<file path="config.mk">
export PLATFORM = sky130hd
export DESIGN_NAME = volume_fade_out_controller
export DESIGN_NICKNAME = d
export VERILOG_FILES = /design/src/vfoc_pkg.sv /design/src/volume_fade_out_controller.sv /design/src/vfoc_div.sv /design/src/vfoc_ctrl.sv /design/src/vfoc_dp.sv
export VERILOG_INCLUDE_DIRS = /design/src /design/src/src
export SDC_FILE = /design/constraint.sdc
export NUM_CORES = 1
export LEC_CHECK = 0
export ABC_AREA = 1
export BUFFER_PORTS_ARGS = -buffer_cell sky130_fd_sc_hd__buf_4
export CAP_MARGIN = 30
export CORE_AREA = 2 2 193 195
export DETAILED_ROUTE_END_ITERATION = 10
export DIE_AREA = 0 0 195 197
export PLACE_DENSITY_LB_ADDON = 0.15
export RECOVER_POWER = 25
export SLEW_MARGIN = 20
export SYNTH_ARGS = -nofsm -noshare
export SYNTH_HDL_FRONTEND = slang
export SYNTH_SLANG_ARGS = --single-unit
</file>
<file path="constraint.sdc">
create_clock -name clk -period 6.8 [get_ports clk]
set_input_delay 1.36 -clock clk [delete_from_list [all_inputs] [get_ports clk]]
set_output_delay 1.36 -clock clk [all_outputs]
set_load 0.02 [all_outputs]
</file>
<file path="src/volume_fade_out_controller_defines.svh">
// Assertion macros used by the top-level file, which carries the concurrent checks.
`ifndef VOLUME_FADE_OUT_CONTROLLER_DEFINES_SVH
`define VOLUME_FADE_OUT_CONTROLLER_DEFINES_SVH

// Same-cycle implication, checked at every rising clock edge outside reset.
`define VFOC_ASSERT_IMPLIES(label, clk, rst_n, ante, cons) \
	label: assert property (@(posedge clk) disable iff (!(rst_n)) (ante) |-> (cons)) \
		else $error("assertion failed: implication");

// Next-cycle implication, checked at every rising clock edge outside reset.
`define VFOC_ASSERT_NEXT(label, clk, rst_n, ante, cons) \
	label: assert property (@(posedge clk) disable iff (!(rst_n)) (ante) |=> (cons)) \
		else $error("assertion failed: next-cycle implication");

`endif

</file>
<file path="src/vfoc_pkg.sv">
`timescale 1ns / 1ps
package vfoc_pkg;

	localparam int LEVEL_FRAC_BITS_DEF = 23;
	localparam int STEP_COUNT_BITS_DEF = 16;
	localparam int VOL_W = 16;
	localparam int STEPS_IN_W = 16;
	localparam logic [VOL_W-1:0] MASTER_RESET = 16'd32768;

	typedef enum logic [1:0] {
		MODE_TICK  = 2'd0,
		MODE_START = 2'd1,
		MODE_STOP  = 2'd2,
		MODE_NOP   = 2'd3
	} vfoc_mode_t;

	typedef enum logic [1:0] {
		ST_IDLE,
		ST_DIV,
		ST_MUL,
		ST_PUSH
	} vfoc_state_t;

	typedef struct packed {
		logic accept;
		logic div_start;
		logic step_load;
		logic mul_en;
		logic out_load;
	} vfoc_cmd_t;

	typedef struct packed {
		logic need_div;
		logic div_done;
	} vfoc_sts_t;

endpackage

</file>
<file path="src/volume_fade_out_controller.sv">
`timescale 1ns / 1ps
// Playback volume controller with a linear fade-out ramp. Each accepted transaction on the
// input channel yields exactly one transaction on the output channel. A tick, a start, a no-op
// or a stop that starts no fade returns to ready after the decode, multiply and output-load steps;
// the output load waits while an earlier result is still untaken. A stop that starts a fade
// (playback active, nonzero step count) first runs the serial divider, which produces one
// quotient bit per cycle. The level is Q1.23 by default.
// A finished result waits in the output register while the next transaction is accepted.
// The user must write master_volume with cfg_we only while no transaction is in flight; the block does not check it.
`include "volume_fade_out_controller_defines.svh"
module volume_fade_out_controller #(
	parameter int LEVEL_FRAC_BITS = vfoc_pkg::LEVEL_FRAC_BITS_DEF,
	parameter int STEP_COUNT_BITS = vfoc_pkg::STEP_COUNT_BITS_DEF
) (
	input  logic                            clk,
	input  logic                            arst_n,
	input  logic                            cfg_we,
	input  logic [vfoc_pkg::VOL_W-1:0]      master_volume,
	input  logic                            in_valid,
	output logic                            in_ready,
	input  logic [1:0]                      mode,
	input  logic [vfoc_pkg::STEPS_IN_W-1:0] fade_steps,
	input  logic                            start_ok,
	input  logic                            player_playing,
	output logic                            out_valid,
	input  logic                            out_ready,
	output logic [vfoc_pkg::VOL_W-1:0]      volume,
	output logic                            volume_valid,
	output logic                            halt_player,
	output logic                            active,
	output logic                            fading
);
	import vfoc_pkg::*;

	vfoc_cmd_t cmd;
	vfoc_sts_t sts;

	vfoc_ctrl u_ctrl (
		.clk      (clk),
		.arst_n   (arst_n),
		.in_valid (in_valid),
		.in_ready (in_ready),
		.out_valid(out_valid),
		.out_ready(out_ready),
		.sts      (sts),
		.cmd      (cmd)
	);

	vfoc_dp #(
		.LEVEL_FRAC_BITS(LEVEL_FRAC_BITS),
		.STEP_COUNT_BITS(STEP_COUNT_BITS)
	) u_dp (
		.clk           (clk),
		.arst_n        (arst_n),
		.cmd           (cmd),
		.sts           (sts),
		.cfg_we        (cfg_we),
		.master_volume (master_volume),
		.mode          (mode),
		.fade_steps    (fade_steps),
		.start_ok      (start_ok),
		.player_playing(player_playing),
		.volume        (volume),
		.volume_valid  (volume_valid),
		.halt_player   (halt_player),
		.active        (active),
		.fading        (fading)
	);

	// The divider finishes only while a transaction is in flight.
	`VFOC_ASSERT_IMPLIES(a_div_done_busy, clk, arst_n, sts.div_done, !in_ready)
	// An accepted transaction keeps the input side closed in the next cycle.
	`VFOC_ASSERT_NEXT(a_accept_busy, clk, arst_n, in_valid && in_ready, !in_ready)
	// A pending result is never overwritten before it is taken.
	`VFOC_ASSERT_IMPLIES(a_load_free, clk, arst_n, cmd.out_load, !out_valid || out_ready)
	// Loading a result always presents it on the next cycle.
	`VFOC_ASSERT_NEXT(a_load_shows, clk, arst_n, cmd.out_load, out_valid)

endmodule

</file>
<file path="src/vfoc_div.sv">
`timescale 1ns / 1ps
module vfoc_div #(
	parameter int DIVIDEND_W = 24,
	parameter int DIVISOR_W  = 16
) (
	input  logic                  clk,
	input  logic                  arst_n,
	input  logic                  start,
	input  logic [DIVIDEND_W-1:0] dividend,
	input  logic [DIVISOR_W-1:0]  divisor,
	output logic                  done,
	output logic [DIVIDEND_W-1:0] quotient
);
	localparam int CW = $clog2(DIVIDEND_W + 1);

	logic [DIVIDEND_W-1:0] quo_q;
	logic [DIVISOR_W-1:0]  rem_q;
	logic [DIVISOR_W-1:0]  dsr_q;
	logic [CW-1:0]         cnt_q;
	logic                  busy_q;
	logic                  done_q;
	logic [DIVISOR_W:0]    shifted;
	logic                  fits;
	logic [DIVISOR_W:0]    diff;

	assign shifted = {rem_q, quo_q[DIVIDEND_W-1]};
	assign fits    = shifted >= {1'b0, dsr_q};
	assign diff    = shifted - {1'b0, dsr_q};

	always_ff @(posedge clk or negedge arst_n) begin
		if (!arst_n) begin
			busy_q <= 1'b0;
			done_q <= 1'b0;
			cnt_q  <= '0;
		end else begin
			done_q <= 1'b0;
			if (start) begin
				busy_q <= 1'b1;
				cnt_q  <= CW'(DIVIDEND_W);
			end else if (busy_q) begin
				cnt_q <= cnt_q - 1'b1;
				if (cnt_q == CW'(1)) begin
					busy_q <= 1'b0;
					done_q <= 1'b1;
				end
			end
		end
	end

	always_ff @(posedge clk) begin
		if (start) begin
			quo_q <= dividend;
			rem_q <= '0;
			dsr_q <= divisor;
		end else if (busy_q) begin
			quo_q <= {quo_q[DIVIDEND_W-2:0], fits};
			rem_q <= fits ? diff[DIVISOR_W-1:0] : shifted[DIVISOR_W-1:0];
		end
	end

	assign done     = done_q;
	assign quotient = quo_q;

endmodule

</file>
<file path="src/vfoc_ctrl.sv">
`timescale 1ns / 1ps
module vfoc_ctrl (
	input  logic                clk,
	input  logic                arst_n,
	input  logic                in_valid,
	output logic                in_ready,
	output logic                out_valid,
	input  logic                out_ready,
	input  vfoc_pkg::vfoc_sts_t sts,
	output vfoc_pkg::vfoc_cmd_t cmd
);
	import vfoc_pkg::*;

	vfoc_state_t state_q;
	vfoc_state_t state_nx;
	logic        out_valid_q;
	logic        out_free;

	assign out_free = !out_valid_q || out_ready;

	always_comb begin
		state_nx = state_q;
		unique case (state_q)
			ST_IDLE: begin
				if (in_valid) begin
					state_nx = sts.need_div ? ST_DIV : ST_MUL;
				end
			end
			ST_DIV: begin
				if (sts.div_done) begin
					state_nx = ST_MUL;
				end
			end
			ST_MUL: begin
				state_nx = ST_PUSH;
			end
			ST_PUSH: begin
				if (out_free) begin
					state_nx = ST_IDLE;
				end
			end
		endcase
	end

	always_comb begin
		in_ready       = 1'b0;
		cmd            = '0;
		unique case (state_q)
			ST_IDLE: begin
				in_ready      = 1'b1;
				cmd.accept    = in_valid;
				cmd.div_start = in_valid && sts.need_div;
			end
			ST_DIV: begin
				cmd.step_load = sts.div_done;
			end
			ST_MUL: begin
				cmd.mul_en = 1'b1;
			end
			ST_PUSH: begin
				cmd.out_load = out_free;
			end
		endcase
	end

	always_ff @(posedge clk or negedge arst_n) begin
		if (!arst_n) begin
			state_q     <= ST_IDLE;
			out_valid_q <= 1'b0;
		end else begin
			state_q <= state_nx;
			if (cmd.out_load) begin
				out_valid_q <= 1'b1;
			end else if (out_ready) begin
				out_valid_q <= 1'b0;
			end
		end
	end

	assign out_valid = out_valid_q;

endmodule

</file>
<file path="src/vfoc_dp.sv">
`timescale 1ns / 1ps
module vfoc_dp #(
	parameter int LEVEL_FRAC_BITS = vfoc_pkg::LEVEL_FRAC_BITS_DEF,
	parameter int STEP_COUNT_BITS = vfoc_pkg::STEP_COUNT_BITS_DEF
) (
	input  logic                        clk,
	input  logic                        arst_n,
	input  vfoc_pkg::vfoc_cmd_t         cmd,
	output vfoc_pkg::vfoc_sts_t         sts,
	input  logic                        cfg_we,
	input  logic [vfoc_pkg::VOL_W-1:0]  master_volume,
	input  logic [1:0]                  mode,
	input  logic [vfoc_pkg::STEPS_IN_W-1:0] fade_steps,
	input  logic                        start_ok,
	input  logic                        player_playing,
	output logic [vfoc_pkg::VOL_W-1:0]  volume,
	output logic                        volume_valid,
	output logic                        halt_player,
	output logic                        active,
	output logic                        fading
);
	import vfoc_pkg::*;

	localparam int LW   = LEVEL_FRAC_BITS + 1;
	localparam int SCW  = STEP_COUNT_BITS;
	localparam int SATW = (SCW > STEPS_IN_W) ? SCW : STEPS_IN_W;
	localparam int PW   = LW + VOL_W;
	localparam logic [LW-1:0]   LevelOne   = {1'b1, {LEVEL_FRAC_BITS{1'b0}}};
	localparam logic [SATW-1:0] StepMaxExt = SATW'({SCW{1'b1}});

	logic [VOL_W-1:0] master_q;
	logic             active_q;
	logic [SCW-1:0]   steps_left_q;
	logic [LW-1:0]    level_q;
	logic [LW-1:0]    step_q;
	logic             target_one_q;
	logic             vvalid_q;
	logic             halt_q;
	logic [PW-1:0]    prod_q;

	logic             active_nx;
	logic [SCW-1:0]   steps_left_nx;
	logic [LW-1:0]    level_nx;
	logic [LW-1:0]    step_nx;
	logic             target_one_nx;
	logic             vvalid_nx;
	logic             halt_nx;
	logic             need_div;
	logic [SATW-1:0]  steps_ext;
	logic [SCW-1:0]   steps_sat;
	logic [SCW-1:0]   left_dec;
	logic             div_done;
	logic [LW-1:0]    quotient;
	logic [VOL_W:0]   vol_wide;

	assign steps_ext = SATW'(fade_steps);
	assign steps_sat = (steps_ext > StepMaxExt) ? SCW'(StepMaxExt) : SCW'(steps_ext);
	assign left_dec  = steps_left_q - 1'b1;

	always_comb begin
		active_nx     = active_q;
		steps_left_nx = steps_left_q;
		level_nx      = level_q;
		step_nx       = step_q;
		target_one_nx = target_one_q;
		vvalid_nx     = 1'b0;
		halt_nx       = 1'b0;
		need_div      = 1'b0;
		unique case (vfoc_mode_t'(mode))
			MODE_START: begin
				halt_nx       = active_q;
				level_nx      = LevelOne;
				step_nx       = LevelOne;
				target_one_nx = 1'b1;
				steps_left_nx = '0;
				vvalid_nx     = 1'b1;
				active_nx     = start_ok;
			end
			MODE_STOP: begin
				if (active_q) begin
					if (steps_sat == '0) begin
						halt_nx   = 1'b1;
						active_nx = 1'b0;
					end else begin
						target_one_nx = 1'b0;
						steps_left_nx = steps_sat;
						need_div      = 1'b1;
					end
				end
			end
			MODE_TICK: begin
				if (steps_left_q != '0) begin
					steps_left_nx = left_dec;
					if (left_dec != '0) begin
						level_nx  = (level_q > step_q) ? (level_q - step_q) : '0;
						vvalid_nx = 1'b1;
					end else begin
						level_nx = target_one_q ? LevelOne : '0;
						if (active_q) begin
							halt_nx   = 1'b1;
							active_nx = 1'b0;
						end
					end
				end
				active_nx = active_nx && player_playing;
			end
			MODE_NOP: begin
			end
		endcase
	end

	assign sts.need_div = need_div;
	assign sts.div_done = div_done;

	vfoc_div #(
		.DIVIDEND_W(LW),
		.DIVISOR_W (SCW)
	) u_div (
		.clk     (clk),
		.arst_n  (arst_n),
		.start   (cmd.div_start),
		.dividend(level_q),
		.divisor (steps_sat),
		.done    (div_done),
		.quotient(quotient)
	);

	always_ff @(posedge clk or negedge arst_n) begin
		if (!arst_n) begin
			master_q     <= MASTER_RESET;
			active_q     <= 1'b0;
			steps_left_q <= '0;
			level_q      <= LevelOne;
			step_q       <= LevelOne;
			target_one_q <= 1'b1;
		end else begin
			if (cfg_we) begin
				master_q <= master_volume;
			end
			if (cmd.accept) begin
				active_q     <= active_nx;
				steps_left_q <= steps_left_nx;
				level_q      <= level_nx;
				step_q       <= step_nx;
				target_one_q <= target_one_nx;
			end else if (cmd.step_load) begin
				step_q <= quotient;
			end
		end
	end

	assign vol_wide = prod_q[PW-1:LEVEL_FRAC_BITS];

	always_ff @(posedge clk) begin
		if (cmd.accept) begin
			vvalid_q <= vvalid_nx;
			halt_q   <= halt_nx;
		end
		if (cmd.mul_en) begin
			prod_q <= PW'(level_q) * PW'(master_q);
		end
		if (cmd.out_load) begin
			volume       <= vol_wide[VOL_W] ? {VOL_W{1'b1}} : vol_wide[VOL_W-1:0];
			volume_valid <= vvalid_q;
			halt_player  <= halt_q;
			active       <= active_q;
			fading       <= steps_left_q != '0;
		end
	end

endmodule

</file>
==> metrics.csv, run 1 <==
metric,value,unit
status,finished with violations,
failing checks,"max-capacitance violations, max-slew violations",
number of enable flip-flop cells after synthesis,79,
CP Capture Type,flip-flop,
Longest Clk Path Bufs,2,
Worst Hold Launch,u_dp.halt_q$_DFFE_PP_,
CP required,7.03,ns
antenna violations before repair,0,
number of port buffers,62,
Post-Synthesis Cells,2994,
clock slew at reported path FFs,0.08,ns
Hold Crit Depth,0,
most frequently used flop master after synthesis,dfrtp_1,
H-tree levels,4,
final hold viol count,0,
vias in the first global route,20500,
Placer Congestion,0.949,
ys async rst share,49.2,%
Reg-to-Reg Start,u_dp.master_q[4]$_DFFE_PN0P_,
cts bufs inserted,17,
critical-path cell list,buf_4 > nand2_1 > inv_1 > fa_1 > inv_1 > fa_1 > fa_1 > inv_1 > fa_1 > fa_1 > inv_1 > fa_1 > inv_1 > ha_1 > a21oi_1 > o21ai_0 > a21oi_1 > o21ai_0 > a21oi_1 > nand2_1 > nand2_1 > nand2_1,
Crit Path Category,flip-flop to flip-flop,
"Cell Area, Synth",0.0232,mm2
first-pass GRT wire length,101000,um
"Hold-fix buffers, CTS",0,
Post-DRT Antenna Nets,0,
final net count,3499,
floorplan row count,70,
Final Slew Violations,40,
diode count,0,
Post-Syn Nets,3503,
TritonCTS Sinks,187,
WL/cell,17.4,um
hold endpoint,u_dp.halt_player$_DFFE_PP_,
DR vias/cell,5.47,
Pre-Repair DR Iteration Count,8,
RSZ-0062 raised after global routing,false,
CP most frequent cell,fa_1,
Placed Cells,3430,
total global routing track utilization,33.5,%
setup TNS,0,ns
later-pin clock latency in the skew report,0.47,ns
layout cells sized above 1,6.09,%
post-CTS setup buffer count,0,
DP Wirelength,47600,um
GRT overflow,0,
Vias,19000,
highest-count cells in the layout ignoring fill and taps,"821 x nand2_1, 743 x inv_1, 307 x fa_1",
HP Class,flip-flop to flip-flop,
R2R Setup Slk,0.53,ns
Final Instance Count excl. Fillers,3471,
final setup vio count,0,
IO Pins,63,
max-cap violations,1,
WP buf/inv,6,
Max Clock Freq,159,MHz
Synth Warn #,0,
"commonest non-fill, non-tap cell in the layout",nand2_1,
#FFs+latches synth,187,
Fin Clk Skew,0.0145,ns
Slew @ Worst Pin,2.24,ns
Arrival @ worst endpoint,6.50,ns
DRC,0,
TritonCTS clock tree,done,
critical path peak fanout,21,
final worst path period need,6.27,ns
Die Height,197,um
pre-CTS setup slack,0.596,ns
CP peak stage delay,0.99,ns
sequential element share of the synthesized area,21.5,%
final worst slack,0.530,ns
Iter 0 DRT Violations,1272,
Final Core Density,68.1,%
Area Overhead vs Synth,6.31,%
Die W,195,um
Yosys cell types,49,
worst reg2reg path endpoint,u_dp.prod_q[37]$_DFFE_PP_,
reg2reg path depth,22,
Die Area,0.0384,mm2
worst-path cell with the longest stage delay,dfrtp_1,
fin crit share,92.2,%
post-CTS resize count,0,
area of the core,0.0363,mm2
crit start category,flip-flop,
Avg Inst Size Synth,7.76,um2
Root Driver,clkbuf_16,
largest net degree at the start of global routing,66,
Slew Limit Headroom,-49.6,%
Initial Util,64.1,%
top cell family by delay on the critical path,adder cells,
final wirelength,60300,um
state kept, by name, summed over array words and instances (netlist names):
signal / flops
u_ctrl.state_q: 2
u_dp.halt_player: 1
u_dp.halt_q: 1
u_dp.active: 1
u_dp.volume: 16
u_dp.master_q: 16
u_dp.steps_left_q: 16
u_dp.target_one_q: 1
u_dp.fading: 1
u_ctrl.out_valid: 1
u_dp.u_div.rem_q: 16
u_dp.u_div.dsr_q: 16
u_dp.u_div.busy_q: 1
u_dp.volume_valid: 1
u_dp.vvalid_q: 1
u_dp.active_q: 1
u_dp.u_div.done: 1
u_dp.u_div.cnt_q: 5
u_dp.u_div.quotient: 24
u_dp.step_q: 24
u_dp.prod_q: 17
u_dp.level_q: 24
worst max path at each step:
stage                                       from                         to  depth (start not counted)
floorplan           u_dp.level_q[23]$_DFFE_PN1P_  u_dp.prod_q[33]$_DFFE_PP_                         21
global placement    u_dp.master_q[7]$_DFFE_PN0P_  u_dp.prod_q[39]$_DFFE_PP_                         22
detailed placement  u_dp.master_q[7]$_DFFE_PN0P_  u_dp.prod_q[35]$_DFFE_PP_                         20
CTS                 u_dp.master_q[7]$_DFFE_PN0P_  u_dp.prod_q[35]$_DFFE_PP_                         20
global route        u_dp.master_q[4]$_DFFE_PN0P_  u_dp.prod_q[35]$_DFFE_PP_                         22
finish              u_dp.master_q[4]$_DFFE_PN0P_  u_dp.prod_q[37]$_DFFE_PP_                         22
worst reg2reg max path: stages (launching register included):
cell	delay, ns
dfrtp_1	0.99
buf_4	0.28
nand2_1	0.06
inv_1	0.12
fa_1	0.39
inv_1	0.08
fa_1	0.43
fa_1	0.52
inv_1	0.06
fa_1	0.50
fa_1	0.53
inv_1	0.06
fa_1	0.49
inv_1	0.05
ha_1	0.31
a21oi_1	0.22
o21ai_0	0.15
a21oi_1	0.18
o21ai_0	0.13
a21oi_1	0.27
nand2_1	0.10
nand2_1	0.07
nand2_1	0.05
logic make-up after synthesis:
group / synth area share, %
mux: 0.776
xor+xnor: 1.58
buf+inv: 14.2
fa+ha+maj: 35.1
compound gates: 6.83
simple gates: 19.9
flops: 21.5
synthesized netlist by cell type, drive strengths merged (16+ instances only):
master / count / share of area, %
a21oi: 93 / 2.0
buf: 25 / 0.54
o22ai: 39 / 1.1
xor2: 27 / 1.1
nand3: 78 / 1.8
fa: 307 / 26
mux2: 16 / 0.78
dfxtp: 16 / 1.4
inv: 747 / 12
nand4: 45 / 1.2
or2: 16 / 0.43
edfxtp: 79 / 10
nor2: 141 / 2.5
ha: 161 / 8.7
dfrtp: 88 / 9.5
o21ai: 99 / 2.1
clkbuf: 98 / 1.6
o211ai: 16 / 0.52
nand2: 827 / 13
area by class of cell:
type                    instances  area, um2
clock buffers                  17        425
inverters                     749       2810
repair buffers                100        763
multi-input cells            1935      14900
flip-flops and latches        187       5000
well taps                     468        586
clock inverters                15        170
fillers                      3127      11600
through the flow:
stage,instance area (um2),hold WS [ns]
after floorplan,23200,0.400
after global placement,24000,0.420
after detailed placement,24000,0.421
after CTS,24600,0.444
after global routing,24700,0.464
final,24700,0.447
per-layer routing:
metal / global-route usage, % / vias to the layer above / wire length (um)
li1: - / 8964 / -
met1: 43.2 / 9239 / 24900
met2: 58.5 / 655 / 29700
met3: 3.92 / 138 / 3750
met4: 12.4 / 0 / 1990
met5: 0 / - / 0
Power of run 1 is left out: the tool's default activity adds up to more than one toggle a clock period on the data nets, which glitch-free logic cannot reach.
==> run 2, diff against run 1 <==
--- a/config.mk
+++ b/config.mk
@@ -9,9 +9,11 @@
 export ABC_AREA = 1
 export BUFFER_PORTS_ARGS = -buffer_cell sky130_fd_sc_hd__buf_4
 export CAP_MARGIN = 30
-export CORE_AREA = 2 2 193 195
+export CELL_PAD_IN_SITES_DETAIL_PLACEMENT = 0
+export CELL_PAD_IN_SITES_GLOBAL_PLACEMENT = 1
+export CORE_AREA = 2 2 221 223
 export DETAILED_ROUTE_END_ITERATION = 10
-export DIE_AREA = 0 0 195 197
+export DIE_AREA = 0 0 223 225
 export PLACE_DENSITY_LB_ADDON = 0.15
 export RECOVER_POWER = 25
 export SLEW_MARGIN = 20
==> constraint.sdc (replaced) <==
create_clock -name clk -period 6.9 [get_ports clk]
set_input_delay 1.38 -clock clk [delete_from_list [all_inputs] [get_ports clk]]
set_output_delay 1.38 -clock clk [all_outputs]
set_load 0.02 [all_outputs]
==> run 2 against run 1 <==
Clock skew is 0.0016 ns lower. Cell area is 1.1% higher. First-iteration DRC count is 6.7% lower. Core utilization is 16 points lower. The run still ends with max-capacitance violations, max-slew violations left.
==> metrics.csv, run 2 (synthesis results as in run 1) <==
metric,value,unit,change
status,finished with violations,,
failing checks,"max-capacitance violations, max-slew violations",,
Sequential cell area,0.00500,mm2,unchanged
floorplan row count,80,,+14%
Area Overhead vs Synth,7.47,%,
Fin Clk Skew,0.0129,ns,-0.00164 ns
number of port buffers,62,,unchanged
largest net degree at the start of global routing,66,,unchanged
total global routing track utilization,26.8,%,-6.7 points
diode count,0,,unchanged
DR vias/cell,5.21,,-4.9%
layout cells sized above 1,6.12,%,+0.025 points
max-cap violations,1,,unchanged
RSZ-0062 raised after global routing,false,,
Die Height,225,um,+14%
cts bufs inserted,17,,unchanged
critical-path cell list,nand2_1 > fa_1 > inv_1 > fa_1 > inv_1 > fa_1 > inv_1 > fa_1 > fa_1 > inv_1 > fa_1 > inv_1 > ha_1 > a21oi_1 > o21ai_0 > a21oi_1 > a21boi_0 > nand2_1 > nand2_1 > nand2_1 > nand2_1 > nand2_1,,
area of the core,0.0475,mm2,+31%
"commonest non-fill, non-tap cell in the layout",nand2_1,,
Root Driver,clkbuf_16,,
Iter 0 DRT Violations,1187,,-6.7%
Crit Path Category,flip-flop to flip-flop,,
Vias,18900,,-0.74%
highest-count cells in the layout ignoring fill and taps,"821 x nand2_1, 743 x inv_1, 307 x fa_1",,
DRC,0,,unchanged
Initial Util,48.8,%,-15 points
TritonCTS Sinks,187,,unchanged
TritonCTS clock tree,done,,
Pre-Repair DR Iteration Count,5,,-3
clock slew at reported path FFs,0.07,ns,about the same
final net count,3503,,+0.11%
post-CTS resize count,0,,unchanged
IO Pins,63,,unchanged
Final Slew Violations,38,,-5.0%
Die Area,0.0502,mm2,+31%
final hold viol count,0,,unchanged
Post-DRT Antenna Nets,0,,unchanged
crit start category,flip-flop,,
Longest Clk Path Bufs,2,,unchanged
Slew Limit Headroom,-38.0,%,+12 points
top cell family by delay on the critical path,adder cells,,
GR met1 Demand/Resource,36.4,%,-6.8 points
worst-path cell with the longest stage delay,dfrtp_1,,
Max Clock Freq,159,MHz,-0.38%
final wirelength,63100,um,+4.7%
first-pass GRT wire length,105000,um,+3.4%
final worst path period need,6.29,ns,+0.0240 ns
HP Class,flip-flop to flip-flop,,
WL/cell,17.4,um,+0.33%
Slew @ Worst Pin,2.07,ns,-0.174 ns
critical path peak fanout,21,,unchanged
Die W,223,um,+14%
CP required,7.13,ns,+0.10 ns
final setup vio count,0,,unchanged
busiest grt layer,met2,,
H-tree levels,4,,unchanged
met2 usage,44.8,%,-14 points
vias in the first global route,19900,,-3.0%
WP buf/inv,5,,-1
setup TNS,0,ns,unchanged
antenna violations before repair,0,,unchanged
area occupied by multi-input gates,0.0149,mm2,unchanged
Arrival @ worst endpoint,6.53,ns,+0.03 ns
GRT overflow,0,,unchanged
"Hold-fix buffers, CTS",0,,unchanged
later-pin clock latency in the skew report,0.49,ns,+0.02 ns
fin crit share,91.2,%,-0.99 points
post-CTS setup buffer count,0,,unchanged
fill count,4690,,+50%
CP peak stage delay,1.00,ns,about the same
DP Wirelength,50900,um,+6.9%
Placer Congestion,0.903,,-4.8%
CP Capture Type,flip-flop,,
global routing usage on met3,3.29,%,-0.63 points
==> run 2: final cells by class <==
class                           count  share of cell area (%)
Clock inverter                     12                   0.597
Multi-Input combinational cell   1935                    59.8
Inverter                          749                    11.3
Clock buffer                       20                    1.92
Timing Repair Buffer              104                    3.27
Tap cell                          615                    3.08
Sequential cell                   187                    20.0
==> run 2: final timing paths <==
kind                                         startpoint                            to  depth (start not counted)  slack [ns]
max                        u_dp.master_q[4]$_DFFE_PN0P_     u_dp.prod_q[35]$_DFFE_PP_                         22        0.61
min                             u_dp.vvalid_q$_DFFE_PP_   u_dp.volume_valid$_DFFE_PP_                          0        0.43
max reg2reg                u_dp.master_q[4]$_DFFE_PN0P_     u_dp.prod_q[35]$_DFFE_PP_                         22        0.61
min reg2reg                     u_dp.vvalid_q$_DFFE_PP_   u_dp.volume_valid$_DFFE_PP_                          0        0.43
max in group asynchronous                        arst_n  u_ctrl.out_valid$_DFFE_PN0P_                          2        3.68
min in group asynchronous                        arst_n    u_dp.step_q[4]$_DFFE_PN0P_                          1        1.48
==> run 2: per-layer routing <==
layer,up-vias,wire (um)
li1,8979,-
met3,98,3220
met5,-,0
met4,0,1540
met1,9317,28200
met2,462,30100
==> run 2: worst register-to-register path: stages, from the launching register on <==
cell and delay, ns:
dfrtp_1 1.00, nand2_1 0.21, fa_1 0.58, inv_1 0.05, fa_1 0.47, inv_1 0.05
fa_1 0.50, inv_1 0.05, fa_1 0.45, fa_1 0.54, inv_1 0.06, fa_1 0.49
inv_1 0.05, ha_1 0.35, a21oi_1 0.21, o21ai_0 0.21, a21oi_1 0.17, a21boi_0 0.19
nand2_1 0.14, nand2_1 0.10, nand2_1 0.05, nand2_1 0.06, nand2_1 0.05
==> run 2: per-stage QoR <==
stage / setup WS, ns / std cells / instance area (um2) / utilization (%) / hold WS (ns)
after floorplan: 1.20 / 2994 / 23200 / - / 0.400
after global placement: 0.609 / 3578 / 24200 / 50.9 / 0.409
after detailed placement: 0.663 / 3585 / 24300 / 51.1 / 0.414
after CTS: 0.620 / 3617 / 24900 / 52.5 / 0.431
after global routing: 0.287 / 3622 / 25000 / 52.5 / 0.445
final: 0.606 / 3622 / 25000 / 52.5 / 0.430
Power of run 2 is left out for the same reason.
==> run 3, diff against run 2 <==
--- a/config.mk
+++ b/config.mk
@@ -6,14 +6,14 @@
 export SDC_FILE = /design/constraint.sdc
 export NUM_CORES = 1
 export LEC_CHECK = 0
-export ABC_AREA = 1
+export ABC_AREA = 0
 export BUFFER_PORTS_ARGS = -buffer_cell sky130_fd_sc_hd__buf_4
 export CAP_MARGIN = 30
 export CELL_PAD_IN_SITES_DETAIL_PLACEMENT = 0
 export CELL_PAD_IN_SITES_GLOBAL_PLACEMENT = 1
-export CORE_AREA = 2 2 221 223
+export CORE_AREA = 2 2 212 214
 export DETAILED_ROUTE_END_ITERATION = 10
-export DIE_AREA = 0 0 223 225
+export DIE_AREA = 0 0 214 216
 export PLACE_DENSITY_LB_ADDON = 0.15
 export RECOVER_POWER = 25
 export SLEW_MARGIN = 20
==> run 3 against run 2 <==
The run still ends with max-capacitance violations, max-slew violations left. Worst hold slack improved by 0.012 ns. Global-route usage shrank 2.1 points. Clock skew rose by 0.0043 ns. Cell area decreased by 7.5%. Critical endpoint unchanged. Largest cell class unchanged. Highest routed layer unchanged.
==> metrics.csv, run 3 <==
metric,value,unit,change
status,finished with violations,,
failing checks,"max-capacitance violations, max-slew violations",,
Die W,214,um,-4.0%
top cell type's share of synthesized area,28.8,%,+2.3 points
reg2reg path depth,20,,-9.1%
CP Capture Type,flip-flop,,
Reg-to-Reg Start,u_dp.master_q[8]$_DFFE_PN0P_,,
Post-Syn Nets,2789,,-20%
largest net degree at the start of global routing,61,,-7.6%
floorplan row count,77,,-3.8%
highest-count cells in the layout ignoring fill and taps,"421 x inv_1, 360 x nand2_1, 307 x fa_1",,
#FFs+latches synth,187,,unchanged
critical path peak fanout,18,,-14%
Slew Limit Headroom,-32.9,%,+5.0 points
Final Core Density,52.7,%,+0.16 points
Synth area leader,fa_1,,
antenna violations before repair,0,,unchanged
HP Class,flip-flop to flip-flop,,
most frequently used flop master after synthesis,dfrtp_1,,
R2R Setup Slk,0.31,ns,-0.30 ns
later-pin clock latency in the skew report,0.49,ns,about the same
H-tree levels,4,,unchanged
Post-DRT Antenna Nets,0,,unchanged
total global routing track utilization,24.7,%,-2.1 points
Worst VDD drop,236,uV,
CP peak stage delay,0.88,ns,-0.12 ns
Crit Path Category,flip-flop to flip-flop,,
diode count,0,,unchanged
ys async rst share,49.2,%,unchanged
Avg Inst Size Synth,9.36,um2,+21%
Final Slew Violations,34,,-11%
Clk pwr share,10.3,%,
Placer Congestion,0.880,,-2.5%
Vias,15500,,-18%
Post-Synthesis Cells,2280,,-24%
Max Clock Freq,152,MHz,-4.5%
Final Instance Count excl. Fillers,2913,,-20%
TritonCTS Sinks,187,,unchanged
Iter 0 DRT Violations,922,,-22%
final wirelength,52600,um,-17%
final setup vio count,0,,unchanged
Area Overhead vs Synth,8.16,%,
clock slew at reported path FFs,0.08,ns,about the same
GRT overflow,0,,unchanged
Fin Clk Skew,0.0171,ns,+0.00427 ns
Sequential cell area,0.00500,mm2,about the same
DRC,0,,unchanged
Pre-Repair DR Iteration Count,6,,+1
area occupied by multi-input gates,0.0144,mm2,-3.9%
TritonCTS clock tree,done,,
RSZ-0062 raised after global routing,false,,
Final Power,9.77,mW,
Longest Clk Path Bufs,2,,unchanged
Yosys cell types,71,,+45%
worst reg2reg path endpoint,u_dp.prod_q[35]$_DFFE_PP_,,
part of the power in registers,21.9,%,
critical-path cell list,nand2_1 > fa_1 > inv_1 > fa_1 > fa_1 > fa_1 > fa_1 > inv_1 > fa_1 > inv_1 > ha_1 > a211oi_1 > o21ai_0 > o21ai_0 > o221a_2 > o211ai_1 > a31oi_1 > o21ai_0 > a21oi_1 > xnor2_1,,
Placed Cells,2879,,-20%
Critical Path Start,u_dp.master_q[8]$_DFFE_PN0P_,,
most frequent cells after synthesis,"421 x inv_1, 360 x nand2_1, 307 x fa_1, 161 x ha_1, 157 x and2_1",,
DP Wirelength,41700,um,-18%
Comb power frac,67.8,%,
Initial Util,48.7,%,-0.16 points
number of enable flip-flop cells after synthesis,79,,unchanged
DR vias/cell,5.31,,+2.0%
layout cells sized above 1,8.01,%,+1.9 points
setup TNS,0,ns,unchanged
"Cell Area, Synth",0.0213,mm2,-8.1%
final worst path period need,6.59,ns,+0.298 ns
sequential element share of the synthesized area,23.4,%,+1.9 points
Arrival @ worst endpoint,6.83,ns,+0.30 ns
vias in the first global route,16800,,-16%
cts bufs inserted,17,,unchanged
Net Switching,4.75,mW,
CP most frequent cell,fa_1,,
Synth Warn #,0,,unchanged
Slew @ Worst Pin,1.99,ns,-0.0757 ns
P per Cell Area,423,mW/mm2,
P_leak,11.1,nW,
Die Height,216,um,-4.0%
number of port buffers,62,,unchanged
max-cap violations,1,,unchanged
crit start category,flip-flop,,
final hold viol count,0,,unchanged
fin crit share,95.5,%,+4.3 points
IO Pins,63,,unchanged
critical path capture point,u_dp.prod_q[35]$_DFFE_PP_,,
post-CTS setup buffer count,0,,unchanged
Synth area leaders,"fa_1 29%, edfxtp_1 11%, dfrtp_1 10%, ha_1 9.4%, inv_1 7.4%",,
final net count,2817,,-20%
Root Driver,clkbuf_16,,
worst-path cell with the longest stage delay,dfrtp_1,,
sw frac,48.7,%,
area of the core,0.0438,mm2,-7.8%
CP required,7.13,ns,about the same
hold slack,0.442,ns,+0.0119 ns
"count leader, synth",inv_1,,
first-pass GRT wire length,89600,um,-15%
fill count,4078,,-13%
Die Area,0.0462,mm2,-7.9%
"commonest non-fill, non-tap cell in the layout",inv_1,,
WL/cell,18.1,um,+3.6%
Power Internal,5.01,mW,
==> run 3: changes by cell type after synthesis, sizes merged, moves of 20 or more <==
cell,previous run,this run
nand2,827,360
inv,747,421
and2,3,157
nand3,78,16
nor2,141,82
a22o,0,44
o22ai,39,2
nand4,45,11
a21oi,93,63
a21o,6,30
xnor2,14,36
buf,25,5
o21ai,99,79
==> run 3: what timing repair did <==
action                                 CTS  global route
gates resized for setup                  0             3
setup endpoints to repair                0             7
endpoints found under the hold margin    0             0
hold buffers                             0             0
==> run 3: worst min-delay path by stage <==
stage | startpoint | to | slack [ns] | depth (start not counted)
after global routing | u_dp.halt_q$_DFFE_PP_ | u_dp.halt_player$_DFFE_PP_ | 0.46 | 0
after global placement | u_dp.halt_q$_DFFE_PP_ | u_dp.halt_player$_DFFE_PP_ | 0.40 | 0
final | u_dp.halt_q$_DFFE_PP_ | u_dp.halt_player$_DFFE_PP_ | 0.44 | 0
after floorplan | u_dp.halt_q$_DFFE_PP_ | u_dp.halt_player$_DFFE_PP_ | 0.40 | 0
after detailed placement | u_dp.halt_q$_DFFE_PP_ | u_dp.halt_player$_DFFE_PP_ | 0.41 | 0
after CTS | u_dp.halt_q$_DFFE_PP_ | u_dp.halt_player$_DFFE_PP_ | 0.44 | 0
==> run 3: worst max-delay path, delay by kind of cell, from the launching register on <==
family	cells	cell delay [ns]
flip-flops	1	0.88
AO/OA/AOI/OAI	8	1.75
XOR/XNOR	1	0.08
buffers and inverters	3	0.14
AND/OR/NAND/NOR	1	0.16
adder cells (fa/ha/maj)	7	3.31
==> run 3: power groups by stage <==
stage          clock network (mW)  logic [mW]  registers [mW]
5_1_grt                      1.07        7.70            2.20
3_5_place_dp                    0        6.66            2.16
3_3_place_gp                    0        6.62            2.17
6_report                     1.00        6.62            2.14
2_1_floorplan                   0        5.17            1.92
4_1_cts                      1.03        6.73            2.14
==> run 3: logic make-up after synthesis <==
family / after synthesis / share of synthesized area (%)
muxes: 23 / 1.17
DFF: 187 / 23.4
xor gates and xnor gates: 53 / 2.18
buffers and inverters: 528 / 9.37
adders and majority gates: 468 / 38.2
AOI/OAI and AO/OA: 304 / 9.49
and+or+nand+nor: 717 / 16.1
==> run 3: per-layer routing <==
layer / up-vias / routed length (um) / track usage, %
li1: 7249 / - / -
met1: 7835 / 23900 / 33.3
met2: 314 / 25400 / 41.3
met3: 66 / 2230 / 4.09
met4: 0 / 1100 / 6.62
met5: - / 0 / 0
==> run 3: through the flow <==
step	setup slack, ns	cell area [um2]
floorplan	0.865	21300
global placement	0.393	22500
detailed placement	0.284	22500
CTS	0.261	23100
global route	0.00883	23100
finish	0.307	23100
==> run 3: area by class of cell <==
| type | count | share of cell area, % |
|---|---|---|
| Multi-Input combinational cell | 1565 | 62.2 |
| Sequential cell | 187 | 21.7 |
| Inverter | 422 | 6.86 |
| Timing Repair Buffer | 115 | 3.58 |
| Tap cell | 592 | 3.21 |
| Clock buffer | 18 | 1.86 |
| Clock inverter | 14 | 0.640 |
Power figures use the tool's default switching activity.
